$ cat src/mrf_pkg.sv
`default_nettype none
package mrf_pkg;

   localparam int MRF_QUEUE_DEPTH = 4;

   localparam int CSR_INDEX_WIDTH = 3;
   localparam int CSR_DATA_WIDTH  = 16;

   localparam logic [CSR_INDEX_WIDTH-1:0] CSR_FRAME_KIND     = 3'd0;
   localparam logic [CSR_INDEX_WIDTH-1:0] CSR_SLAVE_ADDRESS  = 3'd1;
   localparam logic [CSR_INDEX_WIDTH-1:0] CSR_WRITE_MODE     = 3'd2;
   localparam logic [CSR_INDEX_WIDTH-1:0] CSR_START_REGISTER = 3'd3;
   localparam logic [CSR_INDEX_WIDTH-1:0] CSR_WORD_COUNT     = 3'd4;

   localparam logic [1:0] KIND_RTU_SINGLE = 2'd0;
   localparam logic [1:0] KIND_TCP_SINGLE = 2'd1;
   localparam logic [1:0] KIND_TCP_MULTI  = 2'd2;
   localparam logic [1:0] KIND_UNUSED     = 2'd3;

   localparam logic [7:0] FC_READ_HOLDING  = 8'h03;
   localparam logic [7:0] FC_WRITE_SINGLE  = 8'h06;
   localparam logic [7:0] FC_WRITE_MULTI   = 8'h10;
   localparam logic [7:0] MBAP_SINGLE_LEN  = 8'h06;

   localparam logic [8:0] MULTI_LEN_BASE   = 9'd7;
   localparam logic [8:0] MULTI_DATA_START = 9'd13;
   localparam logic [3:0] MULTI_DATA_POS   = 4'd13;

   localparam logic [3:0] RTU_LAST_INDEX          = 4'd7;
   localparam logic [3:0] TCP_LAST_INDEX          = 4'd11;
   localparam logic [3:0] MULTI_HEADER_LAST_INDEX = 4'd14;
   localparam logic [3:0] MULTI_WORD_LAST_INDEX   = 4'd1;
   localparam logic [3:0] CRC_FIRST_INDEX         = 4'd6;

   localparam logic [15:0] CRC_INIT = 16'hFFFF;
   localparam logic [15:0] CRC_POLY = 16'hA001;

   typedef struct packed {
      logic [1:0]  kind;
      logic [7:0]  slave;
      logic        write_fc;
      logic [15:0] start;
      logic [15:0] value;
      logic        header;
      logic [6:0]  count;
      logic [8:0]  base;
      logic        last;
   } desc_type;

endpackage
`default_nettype wire

$ cat src/mrf_front.sv
`default_nettype none
module mrf_front
   import mrf_pkg::*;
(
   input  wire logic                       clock,
   input  wire logic                       reset,
   input  wire logic                       csr_write_enable,
   input  wire logic [CSR_INDEX_WIDTH-1:0] csr_index,
   input  wire logic [CSR_DATA_WIDTH-1:0]  csr_write_data,
   input  wire logic                       req_valid,
   output logic                            req_ready,
   input  wire logic [15:0]                req_register_value,
   output logic                            push_valid,
   output desc_type                        push_data,
   input  wire logic                       push_ready
);

   logic [1:0]  frame_kind_ff;
   logic [7:0]  slave_address_ff;
   logic        write_mode_ff;
   logic [15:0] start_register_ff;
   logic [6:0]  word_count_ff;
   logic [6:0]  words_sent_ff;
   logic [6:0]  words_sent_in;

   logic        accept;
   logic [6:0]  count;
   logic [7:0]  done;
   logic        frame_done;

   always_comb begin
      count      = (word_count_ff == 7'd0) ? 7'd1 : word_count_ff;
      done       = {1'b0, words_sent_ff} + 8'd1;
      frame_done = done >= {1'b0, count};
      accept     = req_valid && push_ready;
      req_ready  = push_ready;
      push_valid = req_valid && (frame_kind_ff != KIND_UNUSED);

      push_data.kind     = frame_kind_ff;
      push_data.slave    = slave_address_ff;
      push_data.write_fc = write_mode_ff;
      push_data.start    = start_register_ff;
      push_data.value    = req_register_value;
      push_data.count    = count;
      push_data.header   = 1'b0;
      push_data.base     = 9'd0;
      push_data.last     = 1'b1;
      if (frame_kind_ff == KIND_TCP_MULTI) begin
         push_data.header = (words_sent_ff == 7'd0);
         push_data.base   = (words_sent_ff == 7'd0) ? 9'd0
                          : {1'b0, words_sent_ff, 1'b0} + MULTI_DATA_START;
         push_data.last   = frame_done;
      end

      words_sent_in = words_sent_ff;
      if (accept) begin
         case (frame_kind_ff)
            KIND_RTU_SINGLE: words_sent_in = 7'd0;
            KIND_TCP_SINGLE: words_sent_in = 7'd0;
            KIND_TCP_MULTI:  words_sent_in = frame_done ? 7'd0 : done[6:0];
            default:         words_sent_in = words_sent_ff;
         endcase
      end
   end

   always_ff @(posedge clock) begin
      if (reset) begin
         frame_kind_ff     <= KIND_RTU_SINGLE;
         slave_address_ff  <= 8'd1;
         write_mode_ff     <= 1'b0;
         start_register_ff <= 16'd0;
         word_count_ff     <= 7'd1;
         words_sent_ff     <= 7'd0;
      end else begin
         words_sent_ff <= words_sent_in;
         if (csr_write_enable) begin
            case (csr_index)
               CSR_FRAME_KIND:     frame_kind_ff     <= csr_write_data[1:0];
               CSR_SLAVE_ADDRESS:  slave_address_ff  <= csr_write_data[7:0];
               CSR_WRITE_MODE:     write_mode_ff     <= csr_write_data[0];
               CSR_START_REGISTER: start_register_ff <= csr_write_data[15:0];
               CSR_WORD_COUNT:     word_count_ff     <= csr_write_data[6:0];
               default:            ;
            endcase
         end
      end
   end

   a_single_clears_count: assert property (@(posedge clock) disable iff (reset)
      (accept && (frame_kind_ff == KIND_RTU_SINGLE || frame_kind_ff == KIND_TCP_SINGLE))
      |=> (words_sent_ff == 7'd0))
      else $error("single frame left a multiple frame open");

endmodule
`default_nettype wire

$ cat src/mrf_queue.sv
`default_nettype none
module mrf_queue
   import mrf_pkg::*;
#(
   parameter int DEPTH = MRF_QUEUE_DEPTH
) (
   input  wire logic     clock,
   input  wire logic     reset,
   input  wire logic     push_valid,
   input  desc_type      push_data,
   output logic          push_ready,
   output logic          pop_valid,
   output desc_type      pop_data,
   input  wire logic     pop
);

   localparam int PTR_WIDTH   = $clog2(DEPTH);
   localparam int COUNT_WIDTH = $clog2(DEPTH + 1);

   desc_type                 entry_ff [DEPTH];
   logic [PTR_WIDTH-1:0]     wr_ptr_ff;
   logic [PTR_WIDTH-1:0]     rd_ptr_ff;
   logic [COUNT_WIDTH-1:0]   count_ff;
   logic                     do_push;
   logic                     do_pop;

   always_comb begin
      push_ready = count_ff != COUNT_WIDTH'(DEPTH);
      pop_valid  = count_ff != '0;
      pop_data   = entry_ff[rd_ptr_ff];
      do_push    = push_valid && push_ready;
      do_pop     = pop && pop_valid;
   end

   always_ff @(posedge clock) begin
      if (do_push) begin
         entry_ff[wr_ptr_ff] <= push_data;
      end
   end

   always_ff @(posedge clock) begin
      if (reset) begin
         wr_ptr_ff <= '0;
         rd_ptr_ff <= '0;
         count_ff  <= '0;
      end else begin
         if (do_push) begin
            wr_ptr_ff <= (wr_ptr_ff == PTR_WIDTH'(DEPTH - 1)) ? '0 : wr_ptr_ff + 1'b1;
         end
         if (do_pop) begin
            rd_ptr_ff <= (rd_ptr_ff == PTR_WIDTH'(DEPTH - 1)) ? '0 : rd_ptr_ff + 1'b1;
         end
         case ({do_push, do_pop})
            2'b10:   count_ff <= count_ff + 1'b1;
            2'b01:   count_ff <= count_ff - 1'b1;
            default: count_ff <= count_ff;
         endcase
      end
   end

   a_pop_only_when_filled: assert property (@(posedge clock) disable iff (reset)
      pop |-> pop_valid)
      else $error("pop from empty queue");

endmodule
`default_nettype wire

$ cat src/mrf_back.sv
`default_nettype none
module mrf_back
   import mrf_pkg::*;
(
   input  wire logic        clock,
   input  wire logic        reset,
   input  wire logic        pop_valid,
   input  desc_type         pop_data,
   output logic             pop,
   output logic             rsp_valid,
   input  wire logic        rsp_ready,
   output logic [7:0]       rsp_frame_byte,
   output logic [8:0]       rsp_byte_offset,
   output logic             rsp_last_byte
);

   function automatic logic [15:0] crc_byte(input logic [15:0] crc, input logic [7:0] data);
      logic [15:0] c;
      c = crc ^ {8'd0, data};
      for (int b = 0; b < 8; b++) begin
         c = c[0] ? ((c >> 1) ^ CRC_POLY) : (c >> 1);
      end
      return c;
   endfunction

   logic        rsp_valid_ff;
   logic [7:0]  byte_ff;
   logic [8:0]  offset_ff;
   logic        last_ff;
   logic [3:0]  index_ff;
   logic [3:0]  index_in;
   logic [15:0] crc_ff;
   logic [15:0] crc_in;

   logic        emit;
   logic        final_byte;
   logic [3:0]  last_index;
   logic [3:0]  pos;
   logic [7:0]  fc;
   logic [8:0]  multi_len;
   logic [7:0]  next_byte;

   always_comb begin
      emit = pop_valid && (!rsp_valid_ff || rsp_ready);
      fc   = pop_data.write_fc ? FC_WRITE_SINGLE : FC_READ_HOLDING;
      multi_len = {1'b0, pop_data.count, 1'b0} + MULTI_LEN_BASE;
      pos  = pop_data.header ? index_ff : index_ff + MULTI_DATA_POS;

      case (pop_data.kind)
         KIND_RTU_SINGLE: last_index = RTU_LAST_INDEX;
         KIND_TCP_SINGLE: last_index = TCP_LAST_INDEX;
         default: last_index = pop_data.header ? MULTI_HEADER_LAST_INDEX
                                               : MULTI_WORD_LAST_INDEX;
      endcase
      final_byte = index_ff == last_index;

      next_byte = 8'd0;
      case (pop_data.kind)
         KIND_RTU_SINGLE: begin
            case (index_ff)
               4'd0:    next_byte = pop_data.slave;
               4'd1:    next_byte = fc;
               4'd2:    next_byte = pop_data.start[15:8];
               4'd3:    next_byte = pop_data.start[7:0];
               4'd4:    next_byte = pop_data.value[15:8];
               4'd5:    next_byte = pop_data.value[7:0];
               4'd6:    next_byte = crc_ff[7:0];
               4'd7:    next_byte = crc_ff[15:8];
               default: next_byte = 8'd0;
            endcase
         end
         KIND_TCP_SINGLE: begin
            case (index_ff)
               4'd5:    next_byte = MBAP_SINGLE_LEN;
               4'd6:    next_byte = pop_data.slave;
               4'd7:    next_byte = fc;
               4'd8:    next_byte = pop_data.start[15:8];
               4'd9:    next_byte = pop_data.start[7:0];
               4'd10:   next_byte = pop_data.value[15:8];
               4'd11:   next_byte = pop_data.value[7:0];
               default: next_byte = 8'd0;
            endcase
         end
         default: begin
            case (pos)
               4'd4:    next_byte = {7'd0, multi_len[8]};
               4'd5:    next_byte = multi_len[7:0];
               4'd6:    next_byte = pop_data.slave;
               4'd7:    next_byte = FC_WRITE_MULTI;
               4'd8:    next_byte = pop_data.start[15:8];
               4'd9:    next_byte = pop_data.start[7:0];
               4'd11:   next_byte = {1'b0, pop_data.count};
               4'd12:   next_byte = {pop_data.count, 1'b0};
               4'd13:   next_byte = pop_data.value[15:8];
               4'd14:   next_byte = pop_data.value[7:0];
               default: next_byte = 8'd0;
            endcase
         end
      endcase

      pop      = emit && final_byte;
      index_in = index_ff;
      crc_in   = crc_ff;
      if (emit) begin
         if (final_byte) begin
            index_in = 4'd0;
            crc_in   = CRC_INIT;
         end else begin
            index_in = index_ff + 4'd1;
            if (index_ff < CRC_FIRST_INDEX) begin
               crc_in = crc_byte(crc_ff, next_byte);
            end
         end
      end

      rsp_valid       = rsp_valid_ff;
      rsp_frame_byte  = byte_ff;
      rsp_byte_offset = offset_ff;
      rsp_last_byte   = last_ff;
   end

   always_ff @(posedge clock) begin
      if (emit) begin
         byte_ff   <= next_byte;
         offset_ff <= pop_data.base + {5'd0, index_ff};
         last_ff   <= final_byte && pop_data.last;
      end
   end

   always_ff @(posedge clock) begin
      if (reset) begin
         rsp_valid_ff <= 1'b0;
         index_ff     <= 4'd0;
         crc_ff       <= CRC_INIT;
      end else begin
         index_ff <= index_in;
         crc_ff   <= crc_in;
         if (emit) begin
            rsp_valid_ff <= 1'b1;
         end else if (rsp_ready) begin
            rsp_valid_ff <= 1'b0;
         end
      end
   end

   a_index_idle_at_zero: assert property (@(posedge clock) disable iff (reset)
      !pop_valid |-> (index_ff == 4'd0))
      else $error("byte index advanced without a pending item");

   a_crc_fresh_at_start: assert property (@(posedge clock) disable iff (reset)
      (index_ff == 4'd0) |-> (crc_ff == CRC_INIT))
      else $error("crc not restarted at frame start");

endmodule
`default_nettype wire

$ cat src/modbus_request_framer_unit.sv
`default_nettype none
// Modbus master request framer. Each accepted item (one register value) is
// turned into request frame bytes, one byte per cycle on the rsp_ channel
// while rsp_ready is high: an RTU single request is 8 bytes, a TCP single
// request 12, the first word of a TCP write-multiple frame 15 and each later
// word 2. The byte sequencer in the back end sets these counts and folds
// each of the first six RTU bytes into the CRC. Configuration is read
// when an item is accepted; items of frame kind 3 are accepted and dropped.
// A queue of QUEUE_DEPTH items sits between the front end and the byte
// sequencer, so req_ready stays high while earlier frames are still sent and
// a stalled rsp_ side only blocks the input once the queue is full.
module modbus_request_framer_unit
   import mrf_pkg::*;
#(
   parameter int QUEUE_DEPTH = MRF_QUEUE_DEPTH
) (
   input  wire logic                       clock,
   input  wire logic                       reset,
   input  wire logic                       csr_write_enable,
   input  wire logic [CSR_INDEX_WIDTH-1:0] csr_index,
   input  wire logic [CSR_DATA_WIDTH-1:0]  csr_write_data,
   input  wire logic                       req_valid,
   output logic                            req_ready,
   input  wire logic [15:0]                req_register_value,
   output logic                            rsp_valid,
   input  wire logic                       rsp_ready,
   output logic [7:0]                      rsp_frame_byte,
   output logic [8:0]                      rsp_byte_offset,
   output logic                            rsp_last_byte
);

   logic     push_valid;
   logic     push_ready;
   desc_type push_data;
   logic     pop_valid;
   logic     pop;
   desc_type pop_data;

   mrf_front u_front (
      .clock              (clock),
      .reset              (reset),
      .csr_write_enable   (csr_write_enable),
      .csr_index          (csr_index),
      .csr_write_data     (csr_write_data),
      .req_valid          (req_valid),
      .req_ready          (req_ready),
      .req_register_value (req_register_value),
      .push_valid         (push_valid),
      .push_data          (push_data),
      .push_ready         (push_ready)
   );

   mrf_queue #(
      .DEPTH (QUEUE_DEPTH)
   ) u_queue (
      .clock      (clock),
      .reset      (reset),
      .push_valid (push_valid),
      .push_data  (push_data),
      .push_ready (push_ready),
      .pop_valid  (pop_valid),
      .pop_data   (pop_data),
      .pop        (pop)
   );

   mrf_back u_back (
      .clock           (clock),
      .reset           (reset),
      .pop_valid       (pop_valid),
      .pop_data        (pop_data),
      .pop             (pop),
      .rsp_valid       (rsp_valid),
      .rsp_ready       (rsp_ready),
      .rsp_frame_byte  (rsp_frame_byte),
      .rsp_byte_offset (rsp_byte_offset),
      .rsp_last_byte   (rsp_last_byte)
   );

endmodule
`default_nettype wire

$ cat config.mk
export PLATFORM = sky130hd
export DESIGN_NAME = modbus_request_framer_unit
export DESIGN_NICKNAME = d
export VERILOG_FILES = /design/src/mrf_pkg.sv /design/src/mrf_front.sv /design/src/mrf_queue.sv /design/src/mrf_back.sv /design/src/modbus_request_framer_unit.sv
export SDC_FILE = /design/constraint.sdc
export NUM_CORES = 1
export LEC_CHECK = 0
export BUFFER_PORTS_ARGS = -buffer_cell sky130_fd_sc_hd__buf_2
export CAP_MARGIN = 5
export CORE_MARGIN = 1
export CORE_UTILIZATION = 55
export DETAILED_ROUTE_END_ITERATION = 16
export HOLD_SLACK_MARGIN = 0.08
export PLACE_DENSITY = 0.72
export SLEW_MARGIN = 20
export SYNTH_ARGS = -nofsm -noshare
export SYNTH_HDL_FRONTEND = slang
export SYNTH_SLANG_ARGS = --single-unit
$ cat constraint.sdc
create_clock -name clock -period 5.8 [get_ports clock]
set_clock_uncertainty 0.05 [all_clocks]
set_input_delay 0.58 -clock clock [delete_from_list [all_inputs] [get_ports clock]]
set_output_delay 0.58 -clock clock [all_outputs]
set_load 0.05 [all_outputs]
==> results.ini <==
[setup_path]
arrival_ns = 5.05
path_buf_inv = 4
cp_cell_sequence = inv_1 > ha_1 > inv_1 > nor2_2 > buf_4 > nor3_1 > buf_4 > a211o_1 > a221oi_1 > a21oi_1 > xnor2_1 > xnor2_1 > xnor3_2 > xnor3_1 > o21ai_1
worstSetupPathType = reg2reg
cp-start-kind = flop
critical-path-max-stage-delay_ns = 0.66
path_max_fanout = 14
cp_top_family = XOR/XNOR gates
required_ns = 6.23
end_kind = flop
critPathSlowestCell = dfxtp_1

[yosys]
yosys.area.top_type_share_pct = 51.23
synthTopCellsByArea = edfxtp_1 (51%), dfxtp_1 (9.3%), mux4_2 (7.8%), mux2i_1 (2.7%), nand2_1 (2.5%)
ys_seq_area_share_pct = 60.48
yosysUniqueCellTypes = 69
syn-num-nets = 1228
synth_area_um2 = 15360
syn_inst = 1160
ys_seq_elements = 333
yosysWarnings = 0
synth_top_area_cell = edfxtp_1
ys.flop_type = edfxtp_1
async_flop_share_pct = 0
syn_avg_cell_area_um2 = 13.24
synth-edff-count = 262

[drt]
drt-initial-drc-count = 1454
vias = 10180
routed_via_density = 6.341
drt-pass1-iter-count = 7
routed_wirelength_um = 39090
drc_errors = 0
antenna_left = 0
routedWlPerCell_um = 24.34

[sta]
slew_violations = 0
relSlewSlack_pct = 31.14
rsz0062_at_grt = false
setup_tns_ns = 0
fmax_mhz = 216.7
hold_viol = 0
tightest_slew_ns = 1.030
setup_violations = 0
fin_crit_ns = 4.616
post-route-period-util_pct = 79.58

[run_status]
status = finished, final reports clean

[grt]
grt_pass1_vias = 9636
grt_first_pass_wirelength_um = 59200
grtUsageTotal_pct = 27.92
grt_overflow_total = 0
grt_max_degree = 62
grt_antenna_before_repair = 0

[finish]
stdcell_count = 1606
area_growth_syn_to_layout_pct = 12.20
drive_above_1_share_pct = 18.88
diodes = 0
nets = 1276

[floorplanning]
fp.dieW_um = 169.1
core_um2 = 27180
die_h_um = 169.1
start_util_pct = 56.51
dieArea_um2 = 28600
rows = 60
io_pins = 60

[pwr]
vdd_drop_max_v = 0.0002232
p_leak_nw = 5.747
finalPower_mw = 6.082
power_density_nw_per_um2 = 352.9

[flow_run]
cap_viol_max_count = 0

[placement]
port_buffers = 59
dp.final_hpwl_um = 26490
routabilityCongestion = 1.060
place_inst = 1544

[clock_network]
clockBufferDepth = 3
cts_max_level = 2
cts_resized = 0
cts_hold_buffers = 0
root_buffer = clkbuf_16
cts_buffers = 34
cts_tree = built
cts.sinks = 333
clkLatencyLatePin_ns = 0.55
clkTransAtPathRegs_ns = 0.06
cts_setup_buffers = 0

[hold_path]
min_path_type = in2reg

## cells in the mapped netlist, types with 8 or more instances
| cell | n |
|---|---|
| buf_2 | 12 |
| mux4_2 | 53 |
| a22oi_1 | 18 |
| nor3_1 | 14 |
| nand3_1 | 25 |
| nor2_1 | 76 |
| mux2_2 | 16 |
| nand2b_1 | 19 |
| o22ai_1 | 12 |
| xnor2_1 | 30 |
| clkbuf_1 | 55 |
| a21oi_1 | 64 |
| inv_1 | 38 |
| a221oi_1 | 28 |
| ha_1 | 26 |
| xor2_1 | 14 |
| o21ai_0 | 27 |
| nor2b_1 | 12 |
| nand2_1 | 103 |
| o211ai_1 | 8 |
| buf_1 | 9 |
| dfxtp_1 | 71 |
| mux2i_1 | 41 |
| edfxtp_1 | 262 |
## worst register-to-register path, cell delays in order, from the launching register on
cell and delay [ns]:
dfxtp_1 0.66, inv_1 0.39, ha_1 0.54, inv_1 0.18, nor2_2 0.13, buf_4 0.19
nor3_1 0.07, buf_4 0.17, a211o_1 0.25, a221oi_1 0.30, a21oi_1 0.20, xnor2_1 0.20
xnor2_1 0.32, xnor3_2 0.45, xnor3_1 0.35, o21ai_1 0.13
## registers in the layout, indices dropped and copies added (netlist names), 3 cells and up, named ones only
register / count
u_front.words_sent_ff: 7
u_back.rsp_byte_offset: 9
u_queue.entry_ff: 244
u_back.crc_ff: 16
u_queue.count_ff: 3
u_front.slave_address_ff: 8
u_front.word_count_ff: 7
u_back.rsp_frame_byte: 8
u_back.index_ff: 4
u_front.start_register_ff: 16
## kinds of logic after synthesis
| kind of cell | after synthesis | synth area share (%) |
|---|---|---|
| buffers and inverters | 119 | 3.153 |
| adders and majority gates | 28 | 2.379 |
| muxes | 111 | 11.71 |
| DFF | 333 | 60.48 |
| xor gates and xnor gates | 48 | 3.096 |
| AOI/OAI and AO/OA | 226 | 10.20 |
| and+or+nand+nor | 295 | 8.978 |
## cell type report
class / instances / area, um^2
flip-flops and latches: 333 / 9296
clock buffers: 50 / 960.9
inverters: 38 / 142.6
clock inverters: 12 / 185.2
multi-input cells: 708 / 5619
repair buffers: 93 / 563.0
fillers: 2093 / 9943
well taps: 372 / 465.4
## power by group
part / internal [mW] / total [mW] / switching [mW]
Combinational: 0.419 / 1.07 / 0.649
Clock: 1.30 / 2.23 / 0.927
Sequential: 2.70 / 2.78 / 0.0771
Total: 4.43 / 6.08 / 1.65
## stage by stage
| stage | setup WS, ns | hold WS [ns] | utilization (%) | instance area (um^2) |
|---|---|---|---|---|
| after global placement | 1.340 | 0.4143 | 59.19 | 16090 |
| after CTS | 1.267 | 0.1826 | 63.41 | 17230 |
| final | 1.184 | 0.1939 | 63.41 | 17230 |
| after detailed placement | 1.290 | 0.4311 | 59.19 | 16090 |
| after floorplan | 1.435 | 0.4094 | - | 15360 |
| after global routing | 0.9284 | 0.1773 | 63.41 | 17230 |
## layout by cell type (no fill, tap or decap), types with 6 or more instances in the layout
| cell | instances |
|---|---|
| edfxtp_1 | 262 |
| nand2_1 | 103 |
| nor2_1 | 72 |
| dfxtp_1 | 69 |
| a21oi_1 | 63 |
| buf_2 | 59 |
| mux4_2 | 53 |
| mux2i_1 | 41 |
| inv_1 | 38 |
| clkbuf_16 | 34 |
| buf_4 | 33 |
| xnor2_1 | 30 |
| a221oi_1 | 28 |
| o21ai_0 | 27 |
| ha_1 | 26 |
| nand3_1 | 25 |
| nand2b_1 | 19 |
| a22oi_1 | 18 |
| mux2_2 | 16 |
| nor3_1 | 14 |
| xor2_1 | 14 |
| nor2b_1 | 12 |
| o22ai_1 | 12 |
| clkbuf_1 | 11 |
| o211ai_1 | 8 |
| and2_1 | 7 |
| nand3b_1 | 7 |
| nor3b_1 | 7 |
| a222oi_1 | 7 |
| a22o_1 | 6 |
| nand4_1 | 6 |
## routing by layer
metal,GRT usage (%),part of all wire (%)
met4,9.244,3.3
met5,0,0
met2,42.56,46
met1,40.01,42
met3,6.196,9.5
## worst paths after layout
kind	startpoint	endpoint	slack, ns	cells after the start
max	u_back.index_ff[0]$_SDFFE_PP0P_	u_back.crc_ff[0]$_SDFFE_PP1P_	1.18	15
min reg2reg	u_back.rsp_valid$_SDFFE_PP0P_	u_back.rsp_valid$_SDFFE_PP0P_	0.43	2
max reg2reg	u_back.index_ff[0]$_SDFFE_PP0P_	u_back.crc_ff[0]$_SDFFE_PP1P_	1.18	15
min	req_register_value[0]	u_queue.entry_ff[3][18]$_DFFE_PP_	0.19	1
Power figures use the tool's default switching activity.
